## src/rtl/quadrature_decoder_with_rpm_core_defines.svh

```systemverilog
// Assertion macros for the quadrature decoder core.
// Included by the top level; expects clk and rst_n in scope.
`ifndef QUADRATURE_DECODER_WITH_RPM_CORE_DEFINES_SVH
`define QUADRATURE_DECODER_WITH_RPM_CORE_DEFINES_SVH

// Same-cycle implication, disabled during reset
`define QDR_ASSERT_IMP(lbl, ante, cons, msg) \
  lbl: assert property (@(posedge clk) disable iff (!rst_n) (ante) |-> (cons)) \
    else $error(msg);

// Next-cycle implication, disabled during reset
`define QDR_ASSERT_NXT(lbl, ante, cons, msg) \
  lbl: assert property (@(posedge clk) disable iff (!rst_n) (ante) |=> (cons)) \
    else $error(msg);

`endif

```

## src/rtl/qdr_pkg.sv

```systemverilog
// Shared types and constants for the quadrature decoder core.
// No dependencies; imported by every module of the block.
`timescale 1ns / 1ps

package qdr_pkg;

  // operation codes
  localparam logic [1:0] OP_PIN   = 2'd0;
  localparam logic [1:0] OP_CLEAR = 2'd1;
  localparam logic [1:0] OP_SPEED = 2'd2;

  // configuration register indexes
  localparam logic [1:0] CFG_CPR  = 2'd0;
  localparam logic [1:0] CFG_LREV = 2'd1;
  localparam logic [1:0] CFG_RREV = 2'd2;

  localparam logic [15:0] CPR_RESET       = 16'd140;
  localparam logic        LEFT_REV_RESET  = 1'b1;
  localparam logic        RIGHT_REV_RESET = 1'b0;

  // 60e6 * 256 = 3 * 2^32 + SPEED_K_LO
  localparam logic [31:0] SPEED_K_LO = 32'd2475098112;

  localparam int FIFO_DEPTH = 4;
  localparam int FIFO_AW    = $clog2(FIFO_DEPTH);

  localparam int NUM_W     = 66;
  localparam int DIVCNT_W  = $clog2(NUM_W);

  typedef struct packed {
    logic [31:0] left_count;
    logic [31:0] right_count;
    logic        is_speed;
    logic [31:0] dc;
    logic [31:0] dt;
  } qdr_entry_t;

  typedef struct packed {
    logic full;
    logic empty;
  } qdr_fifo_st_t;

  typedef struct packed {
    logic busy;
    logic out_is_speed;
  } qdr_back_st_t;

  // {up, down} for a 4-bit transition code {old_phase, new_phase}
  function automatic logic [1:0] step_of(input logic [3:0] code);
    logic [1:0] s;
    s = 2'b00;
    case (code)
      4'b0001, 4'b0111, 4'b1110, 4'b1000: s = 2'b10;
      4'b0010, 4'b0100, 4'b1101, 4'b1011: s = 2'b01;
      default:                            s = 2'b00;
    endcase
    return s;
  endfunction

endpackage

```

## src/rtl/quadrature_decoder_with_rpm_core.sv

```systemverilog
// Two-channel x4 quadrature decoder with rpm measurement, top level.
// Input stream: in_tuser = operation and channel select, in_tdata = pins and
// timestamp. Output stream: out_tdata holds left count, right count, rpm.
// Pin samples and clears stream one per clock while the output is not stalled
// and no speed read is in progress; the result is presented on out_* right
// after the edge where the item leaves the queue.
// A speed read with a nonzero interval runs through the rpm unit: a multiply
// state and an add state, then a restoring divider that retires one quotient
// bit per cycle. Items behind it keep being accepted until the four-entry
// queue fills.
// The output register holds a result until out_tready; the queue decouples
// the decoders from the stall, so in_tready only drops when the queue is full.
// Reset (rst_n low, synchronous) zeroes counts, phases and speed history,
// empties the queue and loads 140 ticks per revolution, left reverse set,
// right reverse clear. cfg_* writes land at the clock edge where cfg_we is high.
// Depends on qdr_pkg and the defines header.
`timescale 1ns / 1ps
`include "quadrature_decoder_with_rpm_core_defines.svh"

module quadrature_decoder_with_rpm_core (
  input  logic        clk,
  input  logic        rst_n,
  input  logic        in_tvalid,
  output logic        in_tready,
  input  logic [39:0] in_tdata,  // pin_a, pin_b, pin_c, pin_d, now_us[31:0], pad
  input  logic [2:0]  in_tuser,  // operation[1:0], which_encoder
  output logic        out_tvalid,
  input  logic        out_tready,
  output logic [95:0] out_tdata, // left_count, right_count, speed_rpm_q8
  input  logic        cfg_we,
  input  logic [1:0]  cfg_index,
  input  logic [15:0] cfg_data
);
  import qdr_pkg::*;

  logic [15:0]  cpr_r;
  logic         lrev_r, rrev_r;
  logic         fifo_push, fifo_pop;
  qdr_entry_t   wr_entry, rd_entry;
  qdr_fifo_st_t fifo_st;
  qdr_back_st_t bk_st;
  logic [31:0]  left_count, right_count, speed_rpm_q8;

  always_ff @(posedge clk) begin
    if (!rst_n) begin
      cpr_r  <= CPR_RESET;
      lrev_r <= LEFT_REV_RESET;
      rrev_r <= RIGHT_REV_RESET;
    end else if (cfg_we) begin
      unique case (cfg_index)
        CFG_CPR:  cpr_r  <= cfg_data;
        CFG_LREV: lrev_r <= cfg_data[0];
        CFG_RREV: rrev_r <= cfg_data[0];
        default: ;
      endcase
    end
  end

  qdr_front u_front (
    .clk           (clk),
    .rst_n         (rst_n),
    .in_valid      (in_tvalid),
    .in_ready      (in_tready),
    .operation     (in_tuser[1:0]),
    .pins          (in_tdata[3:0]),
    .which_encoder (in_tuser[2]),
    .now_us        (in_tdata[35:4]),
    .left_reverse  (lrev_r),
    .right_reverse (rrev_r),
    .fifo_full     (fifo_st.full),
    .push          (fifo_push),
    .entry         (wr_entry)
  );

  qdr_fifo u_fifo (
    .clk      (clk),
    .rst_n    (rst_n),
    .push     (fifo_push),
    .wr_entry (wr_entry),
    .pop      (fifo_pop),
    .rd_entry (rd_entry),
    .status   (fifo_st)
  );

  qdr_rpm u_rpm (
    .clk           (clk),
    .rst_n         (rst_n),
    .entry         (rd_entry),
    .fifo_empty    (fifo_st.empty),
    .pop           (fifo_pop),
    .ticks_per_rev (cpr_r),
    .out_valid     (out_tvalid),
    .out_ready     (out_tready),
    .left_count    (left_count),
    .right_count   (right_count),
    .speed_rpm_q8  (speed_rpm_q8),
    .status        (bk_st)
  );

  assign out_tdata = {speed_rpm_q8, right_count, left_count};

  `QDR_ASSERT_IMP(a_push_not_full, fifo_push, !fifo_st.full, "push into full queue")
  `QDR_ASSERT_IMP(a_pop_not_empty, fifo_pop, !fifo_st.empty, "pop from empty queue")
  `QDR_ASSERT_IMP(a_pop_when_idle, fifo_pop, !bk_st.busy, "pop while rpm unit busy")
  `QDR_ASSERT_NXT(a_plain_item_out, fifo_pop && !rd_entry.is_speed, out_tvalid, "plain item not presented")
  `QDR_ASSERT_IMP(a_plain_speed_zero, out_tvalid && !bk_st.out_is_speed, out_tdata[95:64] == 32'd0, "nonzero rpm on plain item")

endmodule

```

## src/rtl/qdr_front.sv

```systemverilog
// Front end: accepts items, runs both x4 decoders and the speed bookkeeping.
// Depends on qdr_pkg; pushes one entry per item into the queue.
`timescale 1ns / 1ps

module qdr_front (
  input  logic                clk,
  input  logic                rst_n,
  input  logic                in_valid,
  output logic                in_ready,
  input  logic [1:0]          operation,
  input  logic [3:0]          pins,
  input  logic                which_encoder,
  input  logic [31:0]         now_us,
  input  logic                left_reverse,
  input  logic                right_reverse,
  input  logic                fifo_full,
  output logic                push,
  output qdr_pkg::qdr_entry_t entry
);
  import qdr_pkg::*;

  logic [31:0] lpos_r, rpos_r, lpp_r, rpp_r, lpt_r, rpt_r;
  logic [1:0]  lph_r, rph_r;
  logic [31:0] lpos_nxt, rpos_nxt, lpp_nxt, rpp_nxt, lpt_nxt, rpt_nxt;
  logic [1:0]  lph_nxt, rph_nxt;
  logic [1:0]  lstep, rstep;
  logic [31:0] sel_pos, sel_pp, sel_pt, dt, dc;
  logic        accept;

  assign in_ready = !fifo_full;
  assign accept   = in_valid && !fifo_full;
  assign push     = accept;

  // pins = {pin_d, pin_c, pin_b, pin_a}; a phase is {A, B}
  assign lstep = step_of({lph_r, pins[0], pins[1]});
  assign rstep = step_of({rph_r, pins[2], pins[3]});

  assign sel_pos = which_encoder ? rpos_r : lpos_r;
  assign sel_pp  = which_encoder ? rpp_r  : lpp_r;
  assign sel_pt  = which_encoder ? rpt_r  : lpt_r;
  assign dt      = now_us - sel_pt;
  assign dc      = sel_pos - sel_pp;

  always_comb begin
    lpos_nxt = lpos_r;
    rpos_nxt = rpos_r;
    lph_nxt  = lph_r;
    rph_nxt  = rph_r;
    lpp_nxt  = lpp_r;
    rpp_nxt  = rpp_r;
    lpt_nxt  = lpt_r;
    rpt_nxt  = rpt_r;
    unique case (operation)
      OP_PIN: begin
        lph_nxt = {pins[0], pins[1]};
        rph_nxt = {pins[2], pins[3]};
        if (lstep[1] ^ left_reverse ^ 1'b0 && |lstep) begin
          lpos_nxt = lpos_r + 32'd1;
        end else if (|lstep) begin
          lpos_nxt = lpos_r - 32'd1;
        end
        if (rstep[1] ^ right_reverse && |rstep) begin
          rpos_nxt = rpos_r + 32'd1;
        end else if (|rstep) begin
          rpos_nxt = rpos_r - 32'd1;
        end
      end
      OP_CLEAR: begin
        lpos_nxt = '0;
        rpos_nxt = '0;
      end
      OP_SPEED: begin
        if (dt != '0) begin
          if (which_encoder) begin
            rpp_nxt = rpos_r;
            rpt_nxt = now_us;
          end else begin
            lpp_nxt = lpos_r;
            lpt_nxt = now_us;
          end
        end
      end
      default: ;
    endcase
  end

  always_comb begin
    entry.left_count  = lpos_nxt;
    entry.right_count = rpos_nxt;
    entry.is_speed    = (operation == OP_SPEED) && (dt != '0);
    entry.dc          = dc;
    entry.dt          = dt;
  end

  always_ff @(posedge clk) begin
    if (!rst_n) begin
      lpos_r <= '0;
      rpos_r <= '0;
      lph_r  <= '0;
      rph_r  <= '0;
      lpp_r  <= '0;
      rpp_r  <= '0;
      lpt_r  <= '0;
      rpt_r  <= '0;
    end else if (accept) begin
      lpos_r <= lpos_nxt;
      rpos_r <= rpos_nxt;
      lph_r  <= lph_nxt;
      rph_r  <= rph_nxt;
      lpp_r  <= lpp_nxt;
      rpp_r  <= rpp_nxt;
      lpt_r  <= lpt_nxt;
      rpt_r  <= rpt_nxt;
    end
  end

endmodule

```

## src/rtl/qdr_fifo.sv

```systemverilog
// Short queue between the decoder front end and the speed back end.
// Depends on qdr_pkg for the entry type and depth.
`timescale 1ns / 1ps

module qdr_fifo (
  input  logic                  clk,
  input  logic                  rst_n,
  input  logic                  push,
  input  qdr_pkg::qdr_entry_t   wr_entry,
  input  logic                  pop,
  output qdr_pkg::qdr_entry_t   rd_entry,
  output qdr_pkg::qdr_fifo_st_t status
);
  import qdr_pkg::*;

  qdr_entry_t         mem_r [FIFO_DEPTH];
  logic [FIFO_AW-1:0] wr_ptr_r, rd_ptr_r;
  logic [FIFO_AW:0]   cnt_r;
  logic               do_push, do_pop;

  assign status.full  = (cnt_r == (FIFO_AW + 1)'(FIFO_DEPTH));
  assign status.empty = (cnt_r == '0);
  assign do_push      = push && !status.full;
  assign do_pop       = pop && !status.empty;
  assign rd_entry     = mem_r[rd_ptr_r];

  always_ff @(posedge clk) begin
    if (do_push) begin
      mem_r[wr_ptr_r] <= wr_entry;
    end
  end

  always_ff @(posedge clk) begin
    if (!rst_n) begin
      wr_ptr_r <= '0;
      rd_ptr_r <= '0;
      cnt_r    <= '0;
    end else begin
      if (do_push) begin
        wr_ptr_r <= wr_ptr_r + 1'b1;
      end
      if (do_pop) begin
        rd_ptr_r <= rd_ptr_r + 1'b1;
      end
      case ({do_push, do_pop})
        2'b10:   cnt_r <= cnt_r + 1'b1;
        2'b01:   cnt_r <= cnt_r - 1'b1;
        default: ;
      endcase
    end
  end

endmodule

```

## src/rtl/qdr_rpm.sv

```systemverilog
// Back end: rpm computation (multiply, then restoring divide one bit a cycle)
// and the output register. Depends on qdr_pkg.
`timescale 1ns / 1ps

module qdr_rpm (
  input  logic                  clk,
  input  logic                  rst_n,
  input  qdr_pkg::qdr_entry_t   entry,
  input  logic                  fifo_empty,
  output logic                  pop,
  input  logic [15:0]           ticks_per_rev,
  output logic                  out_valid,
  input  logic                  out_ready,
  output logic [31:0]           left_count,
  output logic [31:0]           right_count,
  output logic [31:0]           speed_rpm_q8,
  output qdr_pkg::qdr_back_st_t status
);
  import qdr_pkg::*;

  localparam logic [2:0] ST_IDLE = 3'd0;
  localparam logic [2:0] ST_MUL  = 3'd1;
  localparam logic [2:0] ST_ADD  = 3'd2;
  localparam logic [2:0] ST_DIV  = 3'd3;
  localparam logic [2:0] ST_DONE = 3'd4;

  logic [2:0]          state_r;
  logic [DIVCNT_W-1:0] cnt_r;
  logic                neg_r, big_r;
  logic [31:0]         m_r, dt_r, hold_l_r, hold_r_r;
  logic [63:0]         prod_r;
  logic [33:0]         m3_r;
  logic [47:0]         d_r, rem_r;
  logic [NUM_W-1:0]    num_r;
  logic [32:0]         q_r;
  logic                out_valid_r, out_is_speed_r;
  logic [31:0]         out_l_r, out_rc_r, out_s_r;

  logic                out_free, out_load, q_bit, ovf;
  logic [15:0]         cpr_eff;
  logic [48:0]         rem_sh, rem_sub;
  logic [31:0]         m_abs, sat;

  assign out_free = !out_valid_r || out_ready;
  assign pop      = (state_r == ST_IDLE) && !fifo_empty && out_free;
  // output register takes a plain item on pop or a finished speed read
  assign out_load = (pop && !entry.is_speed) || ((state_r == ST_DONE) && out_free);
  assign cpr_eff  = (ticks_per_rev == '0) ? 16'd1 : ticks_per_rev;
  // magnitude of the count delta; the most negative value maps onto itself
  assign m_abs    = entry.dc[31] ? (~entry.dc + 32'd1) : entry.dc;

  assign rem_sh   = {rem_r, num_r[NUM_W-1]};
  assign rem_sub  = rem_sh - {1'b0, d_r};
  assign q_bit    = (rem_sh >= {1'b0, d_r});

  assign ovf = big_r || q_r[32] || q_r[31];
  always_comb begin
    if (neg_r) begin
      sat = ovf ? 32'h8000_0000 : (~q_r[31:0] + 32'd1);
    end else begin
      sat = ovf ? 32'h7FFF_FFFF : q_r[31:0];
    end
  end

  assign out_valid    = out_valid_r;
  assign left_count   = out_l_r;
  assign right_count  = out_rc_r;
  assign speed_rpm_q8 = out_s_r;
  assign status.busy         = (state_r != ST_IDLE);
  assign status.out_is_speed = out_is_speed_r;

  // control
  always_ff @(posedge clk) begin
    if (!rst_n) begin
      state_r     <= ST_IDLE;
      out_valid_r <= 1'b0;
      cnt_r       <= '0;
    end else begin
      out_valid_r <= out_load || (out_valid_r && !out_ready);
      unique case (state_r)
        ST_IDLE: begin
          if (pop && entry.is_speed) begin
            state_r <= ST_MUL;
          end
        end
        ST_MUL: state_r <= ST_ADD;
        ST_ADD: begin
          state_r <= ST_DIV;
          cnt_r   <= DIVCNT_W'(NUM_W - 1);
        end
        ST_DIV: begin
          cnt_r <= cnt_r - 1'b1;
          if (cnt_r == '0) begin
            state_r <= ST_DONE;
          end
        end
        ST_DONE: begin
          if (out_free) begin
            state_r <= ST_IDLE;
          end
        end
        default: state_r <= ST_IDLE;
      endcase
    end
  end

  // datapath
  always_ff @(posedge clk) begin
    case (state_r)
      ST_IDLE: begin
        if (pop) begin
          hold_l_r <= entry.left_count;
          hold_r_r <= entry.right_count;
          neg_r    <= entry.dc[31];
          m_r      <= m_abs;
          dt_r     <= entry.dt;
          if (!entry.is_speed) begin
            out_l_r        <= entry.left_count;
            out_rc_r       <= entry.right_count;
            out_s_r        <= '0;
            out_is_speed_r <= 1'b0;
          end
        end
      end
      ST_MUL: begin
        prod_r <= 64'(m_r) * 64'(SPEED_K_LO);
        m3_r   <= {2'b00, m_r} + {1'b0, m_r, 1'b0};
        d_r    <= 48'(cpr_eff) * 48'(dt_r);
      end
      ST_ADD: begin
        num_r <= {2'b00, prod_r} + {m3_r, 32'd0};
        rem_r <= '0;
        q_r   <= '0;
        big_r <= 1'b0;
      end
      ST_DIV: begin
        rem_r <= q_bit ? rem_sub[47:0] : rem_sh[47:0];
        q_r   <= {q_r[31:0], q_bit};
        // quotient bits at weight 2^33 and up only matter as overflow
        big_r <= big_r | q_r[32];
        num_r <= {num_r[NUM_W-2:0], 1'b0};
      end
      ST_DONE: begin
        if (out_free) begin
          out_l_r        <= hold_l_r;
          out_rc_r       <= hold_r_r;
          out_s_r        <= sat;
          out_is_speed_r <= 1'b1;
        end
      end
      default: ;
    endcase
  end

endmodule

```

## config.mk

```make
export PLATFORM = sky130hd
export DESIGN_NAME = quadrature_decoder_with_rpm_core
export DESIGN_NICKNAME = d
export VERILOG_FILES = /design/src/rtl/qdr_pkg.sv /design/src/rtl/quadrature_decoder_with_rpm_core.sv /design/src/rtl/qdr_front.sv /design/src/rtl/qdr_fifo.sv /design/src/rtl/qdr_rpm.sv
export VERILOG_INCLUDE_DIRS = /design/src /design/src/rtl
export SDC_FILE = /design/constraint.sdc
export NUM_CORES = 2
export LEC_CHECK = 0
export ABC_AREA = 1
export ABC_CLOCK_PERIOD_IN_PS = 23400
export BUFFER_PORTS_ARGS = -buffer_cell sky130_fd_sc_hd__buf_2
export CORE_AREA = 2 2 433 435
export DETAILED_ROUTE_END_ITERATION = 8
export DIE_AREA = 0 0 435 437
export HOLD_SLACK_MARGIN = 0.05
export PLACE_DENSITY = 0.7
export SLEW_MARGIN = 20
export SYNTH_ARGS = -nofsm -noshare
export SYNTH_HDL_FRONTEND = slang
export SYNTH_HIERARCHICAL = 1
export SYNTH_SLANG_ARGS = --single-unit
```

## constraint.sdc

```tcl
create_clock -name clk -period 23.4 [get_ports clk]
set_clock_uncertainty 0.2 [all_clocks]
set_input_delay 4.68 -clock clk [delete_from_list [all_inputs] [get_ports clk]]
set_output_delay 4.68 -clock clk [all_outputs]
set_load 0.03 [all_outputs]
```

==> impl_metrics.csv <==
group,metric,value,unit
status,outcome,"completed",
sta,finalMaxSlewViolations,0,
floorplanning,die_area,190000,µm²
place,hpwl,200,mm
detailed_routing,vias,74226,
sta,fin_setup_tns,0,ps
detailed_routing,wirelength,267,mm
min_path,min_from,"u_rpm/cnt_r[5]",
setup_path,cp_max_fo,85,
setup_path,setup.worst_path.start,"in_tuser[2]",
floorplanning,rows,158,
cts,cts_htree_levels,4,
setup_path,rrSetupSlack,16440,ps
synthesis,syn-num-nets,12459,
detailed_routing,vias_per_cell,5.38,
cts,numCtsBuffers,140,
run,drv_cap,0,
setup_path,r2r_cells,20,
sta,period_share,42.4,%
cells_and_area,synthToLayoutAreaGrowth,7.61,%
synthesis,syn_area,92300,µm²
global_routing,grt_util_all_layers,28.0,%
setup_path,worstSetupStartpointType,"input port",
min_path,hold_path.class,"reg2reg",
cts,cts.path.max_buffers,3,
sta,rsz0062_at_grt,"no",
cts,cts_resized,0,
floorplanning,die_y,437,µm
cells_and_area,multi_input_area,47900,µm²
min_path,min_to,"u_rpm/cnt_r[5]",
floorplanning,start_util,49.9,%
place,gp_congestion,0.961,
setup_path,r2r-start,"u_rpm/dt_r[23]",
detailed_routing,post_drt_wl_per_cell,19.4,µm
global_routing,overflow,0,
global_routing,grt_first_pass_wirelength,418,mm
cts,cts_tree,"done",
cells_and_area,layout-drive-gt1-share,4.56,%
synthesis,synth.avg_cell_area,8.18,µm²
global_routing,grt_antenna_before_repair,3,
cts,cts_sinks,1235,
detailed_routing,drt_pass1_iterations,6,
setup_path,required,23900,ps
sta,max_freq,101,MHz
floorplanning,ioPinCount,164,
cells_and_area,fill_cells,17449,
cts,cts_setup_buffers,0,
cells_and_area,seq_area,34800,µm²
min_path,holdPathStages,1,
floorplanning,fp.dieW,435,µm
global_routing,first_global_vias,74500,
detailed_routing,initialDrtViolationCount,6150,
sta,finalSetupViolations,0,
setup_path,critical_path_class,"in2reg",
cts,clock_latency,830,ps
detailed_routing,drc,0,
cells_and_area,fin_nets,12383,
detailed_routing,postRouteAntennaNets,0,
setup_path,arrival,10430,ps
cts,cts_hold_buf,0,
sta,worst_pin_slew,1150,ps
setup_path,worst_r2r_endpoint,"u_rpm/d_r[35]",
synthesis,netlist_instances,11285,
global_routing,grt_start_max_net_pins,152,
synthesis,ys.warnings.count,6,
sta,report.final.hold_viol_count,0,
place,portBuffers,159,
cts,clk_pin_slew_worst_paths,60,ps
setup_path,critPathCaptureType,"flop",
floorplanning,core_area,185000,µm²
sta,maxSlewHeadroom,23.4,%
sta,fin_crit,9930,ps
cts,cts_root_buf,"clkbuf_16",
==> cell type report <==
| type | count | share of cell area (%) |
|---|---|---|
| antenna | 1 | 0.00252 |
| tap | 2480 | 3.12 |
| timing repair buffer | 228 | 1.34 |
| multi-input combinational | 7562 | 48.2 |
| clock inverter | 64 | 0.752 |
| clock buffer | 191 | 3.86 |
| sequential | 1235 | 35.0 |
| inverter | 2042 | 7.74 |
==> registers in the layout, indices dropped and copies added, names as in the netlist, 16 cells and up, named ones only <==
name	cells
cpr_r	16
u_fifo/mem_r	516
u_front/lpos_r	32
u_front/lpp_r	32
u_front/lpt_r	32
u_front/rpos_r	32
u_front/rpp_r	32
u_front/rpt_r	32
u_rpm/d_r	48
u_rpm/dt_r	32
u_rpm/hold_l_r	32
u_rpm/hold_r_r	32
u_rpm/left_count	32
u_rpm/m3_r	34
u_rpm/m_r	32
u_rpm/num_r	50
u_rpm/prod_r	46
u_rpm/q_r	33
u_rpm/rem_r	48
u_rpm/right_count	32
u_rpm/speed_rpm_q8	32
==> layer usage <==
metal / global-route usage [%] / wire [µm] / vias to the layer above
li1: - / - / 35651
met1: 37.4 / 115000 / 35684
met2: 46.3 / 125000 / 2413
met3: 3.34 / 15500 / 478
met4: 11.4 / 11600 / 0
met5: 0 / 0 / -
==> worst max-delay path: stages <==
cell and delay [ps]:
buf_4 410, buf_4 710, o21ai_0 340, ha_1 440, nand2_1 140, inv_1 60, nand2_1 70, nand2_1 40
nand2_1 50, nand3_1 160, xnor2_1 430, nand2_1 100, nor2_1 120, nand2_1 50, nor2_1 190, nand3_4 630
nand3_2 920, buf_4 500, nand2_1 120, clkinv_1 70, nor2_1 40
==> cell usage in the layout, fill, tap and decap left out, drive strengths merged, types with 3 or more instances in the layout <==
| cell type | n |
|---|---|
| dfxtp | 234 |
| o21bai | 22 |
| ha | 495 |
| clkinvlp | 7 |
| nand2 | 2801 |
| nand3 | 351 |
| a21boi | 10 |
| o21a | 32 |
| clkinv | 90 |
| nor4 | 32 |
| xnor2 | 76 |
| bufinv | 3 |
| o22ai | 137 |
| buf | 228 |
| xor2 | 181 |
| a21oi | 434 |
| o31ai | 5 |
| nand3b | 25 |
| o2111ai | 3 |
| o211ai | 8 |
| a21o | 25 |
| nor3b | 4 |
| a211oi | 6 |
| nand4 | 232 |
| nor3 | 110 |
| inv | 2006 |
| fa | 613 |
| nor2 | 1214 |
| o21ai | 688 |
| or2 | 19 |
| edfxtp | 1001 |
| a31oi | 19 |
| and2 | 7 |
| clkbuf | 191 |
==> metrics by stage <==
stage               hold WS [ps]  cell area [µm²]  cells  worst slack (ps)  utilization [%]
floorplan                    227            92300  11285             11620                -
global placement             254            94700  13547             12730             51.2
detailed placement           256            94700  13547             12670             51.2
CTS                          267            99300  13802             13520             53.7
global route                 276            99300  13802             12970             53.7
finish                       269            99300  13803             13470             53.7
==> how the worst max path moves through the flow <==
stage	endpoint	slack [ps]	depth (start not counted)
after global placement	u_front/rpt_r[31]	12730	21
after detailed placement	u_front/rpt_r[18]	12670	21
after global routing	u_front/rpt_r[2]	12970	20
final	u_front/lpt_r[22]	13470	21
after CTS	u_front/rpt_r[18]	13520	21
after floorplan	u_fifo/mem_r[0][0]	11620	6
Power is not shown: default switching activity piles up to over one toggle a cycle in this logic, so the estimate is an artifact.
